`config.mk`:
```
export PLATFORM = sky130hd
export DESIGN_NAME = crc32_bit_stuffed_framer_top
export DESIGN_NICKNAME = d
export VERILOG_FILES = /design/src/sv/cbsf_pkg.sv /design/src/sv/crc32_bit_stuffed_framer_top.sv /design/src/sv/cbsf_front.sv /design/src/sv/cbsf_jobq.sv /design/src/sv/cbsf_back.sv
export SDC_FILE = /design/constraint.sdc
export NUM_CORES = 1
export LEC_CHECK = 0
export CAP_MARGIN = 10
export CORE_ASPECT_RATIO = 1.75
export CORE_MARGIN = 2
export CORE_UTILIZATION = 45
export CTS_CLUSTER_DIAMETER = 100
export DETAILED_ROUTE_END_ITERATION = 7
export DONT_BUFFER_PORTS = 1
export GPL_TIMING_DRIVEN = 0
export PLACE_DENSITY_LB_ADDON = 0.25
export REMOVE_ABC_BUFFERS = 1
export SKIP_LAST_GASP = 1
export SLEW_MARGIN = 5
export SYNTH_ARGS = -nofsm -noshare
export SYNTH_HDL_FRONTEND = slang
export SYNTH_SLANG_ARGS = --single-unit
```
`constraint.sdc`:
```
create_clock -name clock -period 14.3 [get_ports clock]
set_input_delay 0.715 -clock clock [delete_from_list [all_inputs] [get_ports clock]]
set_output_delay 0.715 -clock clock [all_outputs]
set_load 0.01 [all_outputs]
```
`src/sv/cbsf_pkg.sv`:
```
// shared types, constants and function of the crc32 bit stuffed framer
// no dependencies
package cbsf_pkg;

   localparam int unsigned PAYLOAD_BYTES = 12;
   localparam int unsigned COUNT_W = 7;

   localparam logic [7:0] FLAG_VALUE = 8'h7E;
   localparam logic [2:0] RUN_LIMIT = 3'd5;
   localparam logic [31:0] CRC_POLY = 32'hEDB8_8320;
   localparam logic [31:0] CRC_INIT = 32'hFFFF_FFFF;

   localparam int unsigned JOBQ_DEPTH = 4;
   localparam int unsigned JOBQ_AW = $clog2(JOBQ_DEPTH);
   localparam int unsigned JOBQ_CW = $clog2(JOBQ_DEPTH + 1);

   typedef enum logic [1:0] {
      JOB_DATA,
      JOB_OPEN_DATA,
      JOB_CLOSE
   } job_kind_type;

   typedef struct packed {
      job_kind_type kind;
      logic [7:0]   data;
   } job_type;

   typedef struct packed {
      logic    push;
      job_type job;
   } job_wr_type;

   typedef struct packed {
      logic    empty;
      job_type job;
   } job_rd_type;

   function automatic logic [31:0] crc_byte(input logic [31:0] crc, input logic [7:0] data);
      logic [31:0] c;
      c = crc ^ {24'd0, data};
      for (int k = 0; k < 8; k++) begin
         if (c[0]) begin
            c = (c >> 1) ^ CRC_POLY;
         end else begin
            c = c >> 1;
         end
      end
      return c;
   endfunction

endpackage

```
`src/sv/crc32_bit_stuffed_framer_top.sv`:
```
// a taken payload beat goes through the job queue and the back end bit accumulator
// to the result register; throughput is set by the back end, which either stuffs a beat
// or puts out a frame byte, and stalls output while the result register is held; the
// last beat of a frame holds the input while the crc bytes and closing flag are queued
// reset: synchronous, clears crc, counters, queue and result register
// top level of the framer; depends on cbsf_pkg, cbsf_front, cbsf_jobq, cbsf_back
module crc32_bit_stuffed_framer_top (
   input  logic       clock,
   input  logic       reset,
   input  logic       req_push,
   output logic       req_full,
   input  logic [7:0] req_payload_byte,
   output logic       rsp_empty,
   input  logic       rsp_pop,
   output logic [7:0] rsp_frame_byte,
   output logic       rsp_frame_end
);

   cbsf_pkg::job_wr_type q_wr;
   cbsf_pkg::job_rd_type q_rd;
   logic                 q_full;
   logic                 q_pop;

   cbsf_front u_front (
      .clock            (clock),
      .reset            (reset),
      .req_push         (req_push),
      .req_full         (req_full),
      .req_payload_byte (req_payload_byte),
      .q_full           (q_full),
      .q_wr             (q_wr)
   );

   cbsf_jobq u_jobq (
      .clock (clock),
      .reset (reset),
      .wr    (q_wr),
      .full  (q_full),
      .pop   (q_pop),
      .rd    (q_rd)
   );

   cbsf_back u_back (
      .clock          (clock),
      .reset          (reset),
      .q_rd           (q_rd),
      .q_pop          (q_pop),
      .rsp_empty      (rsp_empty),
      .rsp_pop        (rsp_pop),
      .rsp_frame_byte (rsp_frame_byte),
      .rsp_frame_end  (rsp_frame_end)
   );

endmodule

```
`src/sv/cbsf_front.sv`:
```
// front end: takes payload beats, runs the crc and queues stuffing jobs
// depends on cbsf_pkg
module cbsf_front (
   input  logic                clock,
   input  logic                reset,
   input  logic                req_push,
   output logic                req_full,
   input  logic [7:0]          req_payload_byte,
   input  logic                q_full,
   output cbsf_pkg::job_wr_type q_wr
);

   typedef enum logic [1:0] {
      ST_TAKE,
      ST_CRC,
      ST_CLOSE
   } state_type;

   state_type                     state_ff, state_in;
   logic [31:0]                   crc_ff, crc_in;
   logic [cbsf_pkg::COUNT_W-1:0]  count_ff, count_in;
   logic [1:0]                    idx_ff, idx_in;
   logic [31:0]                   crc_out;
   logic                          accept;

   assign req_full = (state_ff != ST_TAKE) || q_full;
   assign accept   = req_push && !req_full;
   assign crc_out  = ~crc_ff;

   always_comb begin
      state_in = state_ff;
      crc_in   = crc_ff;
      count_in = count_ff;
      idx_in   = idx_ff;
      q_wr     = '0;
      q_wr.job.kind = cbsf_pkg::JOB_DATA;
      unique case (state_ff)
         ST_TAKE: begin
            q_wr.push     = accept;
            q_wr.job.data = req_payload_byte;
            q_wr.job.kind = (count_ff == '0) ? cbsf_pkg::JOB_OPEN_DATA : cbsf_pkg::JOB_DATA;
            if (accept) begin
               crc_in = cbsf_pkg::crc_byte(crc_ff, req_payload_byte);
               if (count_ff == cbsf_pkg::COUNT_W'(cbsf_pkg::PAYLOAD_BYTES - 1)) begin
                  count_in = '0;
                  idx_in   = '0;
                  state_in = ST_CRC;
               end else begin
                  count_in = count_ff + 1'b1;
               end
            end
         end
         ST_CRC: begin
            q_wr.push     = !q_full;
            q_wr.job.data = crc_out[idx_ff*8 +: 8];
            if (!q_full) begin
               idx_in = idx_ff + 1'b1;
               if (idx_ff == 2'd3) begin
                  state_in = ST_CLOSE;
               end
            end
         end
         ST_CLOSE: begin
            q_wr.push     = !q_full;
            q_wr.job.kind = cbsf_pkg::JOB_CLOSE;
            if (!q_full) begin
               crc_in   = cbsf_pkg::CRC_INIT;
               state_in = ST_TAKE;
            end
         end
         default: begin
            state_in = ST_TAKE;
         end
      endcase
   end

   always_ff @(posedge clock) begin
      if (reset) begin
         state_ff <= ST_TAKE;
         crc_ff   <= cbsf_pkg::CRC_INIT;
         count_ff <= '0;
         idx_ff   <= '0;
      end else begin
         state_ff <= state_in;
         crc_ff   <= crc_in;
         count_ff <= count_in;
         idx_ff   <= idx_in;
      end
   end

endmodule

```
`src/sv/cbsf_jobq.sv`:
```
// short job queue between front and back end
// depends on cbsf_pkg
module cbsf_jobq (
   input  logic                 clock,
   input  logic                 reset,
   input  cbsf_pkg::job_wr_type wr,
   output logic                 full,
   input  logic                 pop,
   output cbsf_pkg::job_rd_type rd
);

   cbsf_pkg::job_type                mem_ff [cbsf_pkg::JOBQ_DEPTH];
   logic [cbsf_pkg::JOBQ_AW-1:0]     wr_ptr_ff, rd_ptr_ff;
   logic [cbsf_pkg::JOBQ_CW-1:0]     fill_ff;
   logic                             do_wr, do_rd;

   assign full     = (fill_ff == cbsf_pkg::JOBQ_CW'(cbsf_pkg::JOBQ_DEPTH));
   assign rd.empty = (fill_ff == '0);
   assign rd.job   = mem_ff[rd_ptr_ff];
   assign do_wr    = wr.push && !full;
   assign do_rd    = pop && !rd.empty;

   always_ff @(posedge clock) begin
      if (do_wr) begin
         mem_ff[wr_ptr_ff] <= wr.job;
      end
   end

   always_ff @(posedge clock) begin
      if (reset) begin
         wr_ptr_ff <= '0;
         rd_ptr_ff <= '0;
         fill_ff   <= '0;
      end else begin
         if (do_wr) begin
            wr_ptr_ff <= wr_ptr_ff + 1'b1;
         end
         if (do_rd) begin
            rd_ptr_ff <= rd_ptr_ff + 1'b1;
         end
         unique case ({do_wr, do_rd})
            2'b10:   fill_ff <= fill_ff + 1'b1;
            2'b01:   fill_ff <= fill_ff - 1'b1;
            default: fill_ff <= fill_ff;
         endcase
      end
   end

endmodule

```
`src/sv/cbsf_back.sv`:
```
// back end: bit stuffing, padding, flags and the result register
// depends on cbsf_pkg
module cbsf_back (
   input  logic                 clock,
   input  logic                 reset,
   input  cbsf_pkg::job_rd_type q_rd,
   output logic                 q_pop,
   output logic                 rsp_empty,
   input  logic                 rsp_pop,
   output logic [7:0]           rsp_frame_byte,
   output logic                 rsp_frame_end
);

   typedef struct packed {
      logic [9:0] bits;
      logic [3:0] n;
      logic [2:0] run;
   } stuffed_type;

   function automatic stuffed_type stuff(input logic [7:0] data, input logic [2:0] run_i);
      stuffed_type s;
      s.bits = '0;
      s.n    = '0;
      s.run  = run_i;
      for (int b = 7; b >= 0; b--) begin
         s.bits = {s.bits[8:0], data[b]};
         s.n    = s.n + 1'b1;
         s.run  = data[b] ? s.run + 1'b1 : 3'd0;
         if (s.run == cbsf_pkg::RUN_LIMIT) begin
            s.bits = {s.bits[8:0], 1'b0};
            s.n    = s.n + 1'b1;
            s.run  = '0;
         end
      end
      return s;
   endfunction

   logic [23:0] acc_ff, acc_in;
   logic [4:0]  cnt_ff, cnt_in;
   logic [2:0]  run_ff, run_in;
   logic        close_ff, close_in;
   logic        out_valid_ff, out_valid_in;
   logic [7:0]  out_byte_ff, out_byte_in;
   logic        out_end_ff, out_end_in;

   stuffed_type s;
   logic [23:0] aligned;
   logic [4:0]  pad_cnt;
   logic        slot_free;

   assign slot_free      = !out_valid_ff || rsp_pop;
   assign rsp_empty      = !out_valid_ff;
   assign rsp_frame_byte = out_byte_ff;
   assign rsp_frame_end  = out_end_ff;

   always_comb begin
      s       = stuff(q_rd.job.data, run_ff);
      aligned = {s.bits, 14'd0} << (4'd10 - s.n);
      pad_cnt = (cnt_ff == '0) ? 5'd0 : 5'd8;

      acc_in       = acc_ff;
      cnt_in       = cnt_ff;
      run_in       = run_ff;
      close_in     = close_ff;
      out_valid_in = out_valid_ff && !rsp_pop;
      out_byte_in  = out_byte_ff;
      out_end_in   = out_end_ff;
      q_pop        = 1'b0;

      if (cnt_ff >= 5'd8) begin
         if (slot_free) begin
            out_valid_in = 1'b1;
            out_byte_in  = acc_ff[23:16];
            out_end_in   = close_ff && (cnt_ff == 5'd8);
            acc_in       = acc_ff << 8;
            cnt_in       = cnt_ff - 5'd8;
            if (close_ff && (cnt_ff == 5'd8)) begin
               close_in = 1'b0;
            end
         end
      end else if (!q_rd.empty) begin
         q_pop = 1'b1;
         unique case (q_rd.job.kind)
            cbsf_pkg::JOB_OPEN_DATA: begin
               acc_in = {cbsf_pkg::FLAG_VALUE, 16'd0} | (aligned >> 8);
               cnt_in = 5'd8 + 5'(s.n);
               run_in = s.run;
            end
            cbsf_pkg::JOB_DATA: begin
               acc_in = acc_ff | (aligned >> cnt_ff);
               cnt_in = cnt_ff + 5'(s.n);
               run_in = s.run;
            end
            cbsf_pkg::JOB_CLOSE: begin
               acc_in   = acc_ff | ({cbsf_pkg::FLAG_VALUE, 16'd0} >> pad_cnt);
               cnt_in   = pad_cnt + 5'd8;
               run_in   = '0;
               close_in = 1'b1;
            end
            default: begin
               acc_in = acc_ff;
            end
         endcase
      end
   end

   always_ff @(posedge clock) begin
      if (reset) begin
         acc_ff       <= '0;
         cnt_ff       <= '0;
         run_ff       <= '0;
         close_ff     <= 1'b0;
         out_valid_ff <= 1'b0;
      end else begin
         acc_ff       <= acc_in;
         cnt_ff       <= cnt_in;
         run_ff       <= run_in;
         close_ff     <= close_in;
         out_valid_ff <= out_valid_in;
      end
      out_byte_ff <= out_byte_in;
      out_end_ff  <= out_end_in;
   end

endmodule

```
Word-level counts from Yosys, hierarchy flattened
Memories as Yosys holds them, arrays and structs flattened. A register that Yosys moved wholly into a read port is not among the register bits.
Cells that the tools add are included.
- $add $sub $neg: 33
- $lt $le $gt $ge: 1
- eq/ne operators: 26
- shift operators: 4
- muxes and demuxes: 80
- bitwise operators: 14
- reductions and logical operators: 34
- operators by type and width (cell ; number):
    two-way mux 32 bit ; 24
    NOT 13 -> 14 bit ; 8
    two-way mux 24 bit ; 3
    case mux 24 bit (3 select lines) ; 1
    case mux 32 bit (2 select lines) ; 1
    adder 4 x 1 -> 4 bit (second input constant) ; 14
    bitwise OR 24 bit ; 2
    NOT 32 bit ; 1
    variable part select 32 x 6 -> 8 bit ; 1
    XOR 32 x 8 -> 32 bit ; 1
    adder 3 x 1 -> 3 bit (second input constant) ; 9
    equality test 3 bit (second input constant) ; 9
    two-way mux 3 bit ; 8
    left shift 24 x 4 -> 24 bit ; 1
    >> shifter 23 x 5 -> 24 bit (first input constant) ; 1
    >> shifter 24 x 5 -> 24 bit ; 1
    two-way mux 2 bit ; 10
    two-way mux 17 bit ; 1
    two-way mux 16 bit ; 1
    case mux 8 bit (2 select lines) ; 1
    two-way mux 15 bit ; 1
    two-way mux 5 bit ; 3
    case mux 5 bit (3 select lines) ; 1
    two-way mux 14 bit ; 1
    other kinds (41) ; 88
- register bits after elaboration: 93
- bits in writable memories: 40
- output and inout port bits: 11
- word-level logic and storage cells: 207
- memories kept: 1
- memory list (name ; depth ; width ; rd ports ; clocked after memory_dff ; write ports ; RTL line ; RTL):
    u_jobq.mem_ff ; 4 ; 10 ; 1 ; 1 ; 1 ; cbsf_jobq.sv:12 ; cbsf_pkg::job_type mem_ff [cbsf_pkg::JOBQ_DEPTH];

Depth between registers and ports, before layout
- depth after elaboration: 39
- gate-level depth with buffers: 54
- gate-level depth less buffers: 52

By module
A second synthesis with hierarchy kept.
- cells, all modules: 1221
- area, all modules: 11197.0 um^2
- modules (own cells, without submodules) (module ; instances ; cells an instance ; area each (um^2)):
    cbsf_back ; 1 ; 825 ; 6241.0
    cbsf_front ; 1 ; 290 ; 3035.4
    cbsf_jobq ; 1 ; 106 ; 1920.6

Worst setup path before layout
OpenSTA, ideal clock, no wires.
- path type: register to register
- start: register u_back.run_ff[0]
- end: register u_back.acc_ff[9]
- library setup time: 0.095 ns
- arrival: 11.501 ns
- data required time: 14.205 ns
- setup slack: 2.704 ns
- stages on the path, launching flop included: 52
- cells stage by stage: dfxtp_1 -> ha_1 -> xor2_1 -> and2b_1 -> nor2_1 -> ha_1 -> inv_1 -> nand4_1 -> a21o_1 -> and2_1 -> ha_1 -> clkbuf_1 -> nor4_1 -> a221o_1 -> nor2_1 -> ha_1 -> nand2b_1 -> and4b_1 -> [16 not listed] -> nand4_1 -> nor3_1 -> a211oi_2 -> inv_2 -> ha_1 -> xnor2_1 -> inv_1 -> ha_1 -> clkbuf_1 -> inv_1 -> clkbuf_1 -> mux2i_1 -> inv_1 -> mux4_2 -> a221oi_2 -> nor2_1 -> a211o_1 -> a221oi_1
- word-level cells in the longest chain between the ends: 39
- RTL lines (element ; RTL line ; RTL):
    start: declaration ; cbsf_back.sv:40 ; logic [2:0] run_ff, run_in;
    start signal: assignment ; cbsf_back.sv:117 ; run_ff <= run_in;
    adder 3 x 1 -> 3 bit * ; cbsf_back.sv:28 ; s.run = data[b] ? s.run + 1'b1 : 3'd0;
    two-way mux 3 bit * ; cbsf_back.sv:28 ;
    equality test 3 bit ; cbsf_back.sv:29 ; if (s.run == cbsf_pkg::RUN_LIMIT) begin
    two-way mux 9 bit * ; cbsf_back.sv:29 ;
    branches (longest 3 deep; another with adder 4 x 1 -> 4 bit) ; -- ;
    two-way mux 11 bit * ; cbsf_back.sv:29 ;
    branches (longest 3 deep; another with adder 4 x 1 -> 4 bit) ; -- ;
    two-way mux 12 bit * ; cbsf_back.sv:29 ;
    [19 not listed] ; -- ;
    two-way mux 17 bit * ; cbsf_back.sv:29 ;
    subtractor 4 bit ; cbsf_back.sv:58 ; aligned = {s.bits, 14'd0} << (4'd10 - s.n);
    left shift 24 x 4 -> 24 bit * ; cbsf_back.sv:58 ;
    >> shifter 24 x 5 -> 24 bit ; cbsf_back.sv:90 ; acc_in = acc_ff | (aligned >> cnt_ff);
    bitwise OR 24 bit ; cbsf_back.sv:90 ;
    case mux 24 bit (3 select lines) * ; cbsf_back.sv:83 ; unique case (q_rd.job.kind)
    two-way mux 24 bit * ; cbsf_back.sv:81 ; end else if (!q_rd.empty) begin
    two-way mux 24 bit * ; cbsf_back.sv:70 ; if (cnt_ff >= 5'd8) begin
    end signal: assignment ; cbsf_back.sv:115 ; acc_ff <= acc_in;
    end: declaration ; cbsf_back.sv:38 ; logic [23:0] acc_ff, acc_in;
Mark *: on every way between the ends. The select of a mux whose other input is x is not followed.
A chain may end at the register's enable or synchronous reset.

Final worst setup path
Same ends and word-level chain as after synthesis.

==> qor.yml <==
global_routing:
  overflow: 0
  grt_pass1_wl_mm: 45.3
  antenna_found_initial: 0
  grt_max_degree: 46
  grt.total_usage_pct: 23.1
  first_global_vias: 8925
logic_synthesis:
  yosysMostFrequentCell: "nand2_1"
  ys_seq_area_share_pct: 30.8
  async_flop_share_pct: 0
  synth_top_area_share_pct: 16.6
  synth_area_leader_cell: "dfxtp_1"
  syn-cell-area_um2: 10400
  avgSynthCellArea_um2: 8.56
  synth_area_leaders: "dfxtp_1 (17%), edfxtp_1 (14%), xnor2_1 (7.0%)"
  yosys_warnings: 0
  ys_types: 96
  yosys_most_used_dff: "dfxtp_1"
  synth-seq-cells: 135
  synth_commonest_cells: "nand2_1 (135), nor2_1 (119), dfxtp_1 (86)"
  synthCells: 1212
  synth-edff-count: 49
sta:
  period_share_pct: 92.0
  slew-limit-headroom_pct: 22.9
  fmax_mhz: 76.0
  finClkSkew_ps: 6.21
  finalSetupTns_ps: 0
  rsz0062_at_grt: "no"
  finalHoldViolCount: 0
  fin_crit_ps: 13160
  worst_slew_pin_slew_ps: 1150
  setup_violations: 0
  drv_slew: 0
layout:
  drive_gt1_share_pct: 9.18
  fin_nets: 1227
  area_delta_synth_final_pct: 7.63
  diodes: 0
worst_setup_path:
  r2r-start: "u_back.run_ff[0]$_SDFFE_PP0P_"
  critPathMaxFanout: 12
  crit_type: "reg -> reg"
  critPathRequiredTime_ps: 14640
  endpoint_kind: "flop"
  path_common_cell: "ha_1"
  cpPeakStageDelay_ps: 530
  r2r_setup_slack_ps: 1140
  worst-path-buf-inv: 7
  cp-start-kind: "flop"
  r2r_end: "u_back.acc_ff[9]$_SDFFE_PP0P_"
  cp.arrival_ps: 13490
  cpLargestDelayFamily: "simple AND/OR/NAND/NOR gates"
  cp_slowest_cell: "nor4_2"
  worst-r2r-cell-count: 47
floorplan:
  die_h_um: 205
  coreArea_um2: 22700
  rows: 73
  dieArea_um2: 24300
  start_util_pct: 45.8
  chipWidth_um: 119
  ios: 23
detailed_routing:
  totalWireLength_mm: 27.7
  dr.pass1.iters: 5
  wl_per_cell_um: 18.6
  vias_per_cell: 6.20
  drc: 0
  vias: 9221
  drt_iter0_drc: 563
  ant_nets: 0
place:
  gp_congestion: 0.936
  hpwlAfterDp_mm: 20.2
  portBuffers: 0
clock_network:
  cts_root_buffer: "clkbuf_16"
  tritoncts: "yes"
  cts_buffers: 17
  postCtsHoldBufs: 0
  clk_path_buf_depth: 2
  cts.sinks: 135
  insertion_delay_ps: 430
  cts.clk_slew.worst_paths_ps: 60
  htreeDepth: 4
worst_hold_path:
  holdCritStartpoint: "reset"
  holdPathStages: 1
  holdPathEnd: "u_back.acc_ff[9]$_SDFFE_PP0P_"
  hold_class: "in -> reg"
status:
  status: "finished, final reports clean"
flow_run:
  cap_violations: 0
[how the worst max path moves through the flow]
stage	start	endpoint	cells after the start
final	u_back.run_ff[0]$_SDFFE_PP0P_	u_back.acc_ff[9]$_SDFFE_PP0P_	47
after global routing	u_back.run_ff[0]$_SDFFE_PP0P_	u_back.acc_ff[9]$_SDFFE_PP0P_	47
after CTS	flop	u_back.acc_ff[9]$_SDFFE_PP0P_	44
after detailed placement	flop	u_back.acc_ff[9]$_SDFFE_PP0P_	44
after global placement	flop	u_back.acc_ff[9]$_SDFFE_PP0P_	44
after floorplan	flop	u_back.acc_ff[9]$_SDFFE_PP0P_	44
[routing by layer]
metal	track usage, %	vias up	routed length (um)
li1	-	4427	-
met2	42.3	274	14400
met5	0	-	0
met3	3.81	87	1150
met1	25.3	4433	10800
met4	11.9	0	1270
[layout make-up]
class	count	area, um^2
fill	2242	11500
multi-input combinational	964	6760
sequential	135	3200
clock inverter	12	150
timing repair buffer	8	60.1
tap	300	375
inverter	49	184
clock buffer	20	447
[metrics by stage]
stage | util (%) | setup slack, ps | cell area [um^2] | hold WS [ps] | std cells
CTS | 49.1 | 314 | 11100 | 353 | 1483
global placement | 46.3 | 472 | 10500 | 443 | 1448
finish | 49.3 | 1140 | 11200 | 381 | 1488
floorplan | - | 2400 | 10100 | 425 | 1148
detailed placement | 46.5 | 402 | 10500 | 447 | 1451
global route | 49.3 | 46.9 | 11200 | 367 | 1488
[worst reg2reg max path, delay by kind of cell (launching register included)]
family          cells  cell delay, ps
buf+inv             7            1110
compound gates      7            2040
fa+ha+maj           9            3040
simple gates       19            4380
mux                 2             990
xor+xnor            3            1050
flops               1             430
[repair_timing]
item                                    4_1_cts  5_1_grt
gates resized for setup                       0        3
buffers inserted                              0        5
endpoints found under the setup margin        0       23
[state kept, by name, indices dropped and copies added, names as in the netlist, named ones only]
name                   flops
u_back.acc_ff             24
u_back.close_ff            1
u_back.cnt_ff              5
u_back.out_valid_ff        1
u_back.rsp_frame_byte      8
u_back.rsp_frame_end       1
u_back.run_ff              3
u_front.count_ff           7
u_front.crc_ff            32
u_front.idx_ff             2
u_front.state_ff           2
u_jobq.fill_ff             3
u_jobq.mem_ff             40
u_jobq.rd_ptr_ff           2
u_jobq.wr_ptr_ff           2
[placed cells by master (no fill, tap or decap), types with 18 or more instances in the layout]
cell and instances:
a21oi_1 51, edfxtp_1 49, xnor2_1 83, ha_1 37, nand2_1 135, mux4_2 18, mux2i_1 29, nand3_1 25
o22ai_1 39, inv_1 39, nor2_1 119, o21ai_0 45, dfxtp_1 84, nor3_1 47, xor2_1 22
[logic make-up (layout without fill, tap and decap cells)]
group,count (synthesis),after routing,synth area share [%]
AO/OA/AOI/OAI,327,327,22.9
XOR/XNOR,106,106,9.02
adder cells (fa/ha/maj),40,40,5.04
buffers and inverters,113,89,4.29
flip-flops,135,135,30.8
multiplexers,67,67,8.98
AND/OR/NAND/NOR,424,424,19.0
Power is left out: the tool's default activity adds up to more than one toggle a clock period on the data nets, which glitch-free logic cannot reach.
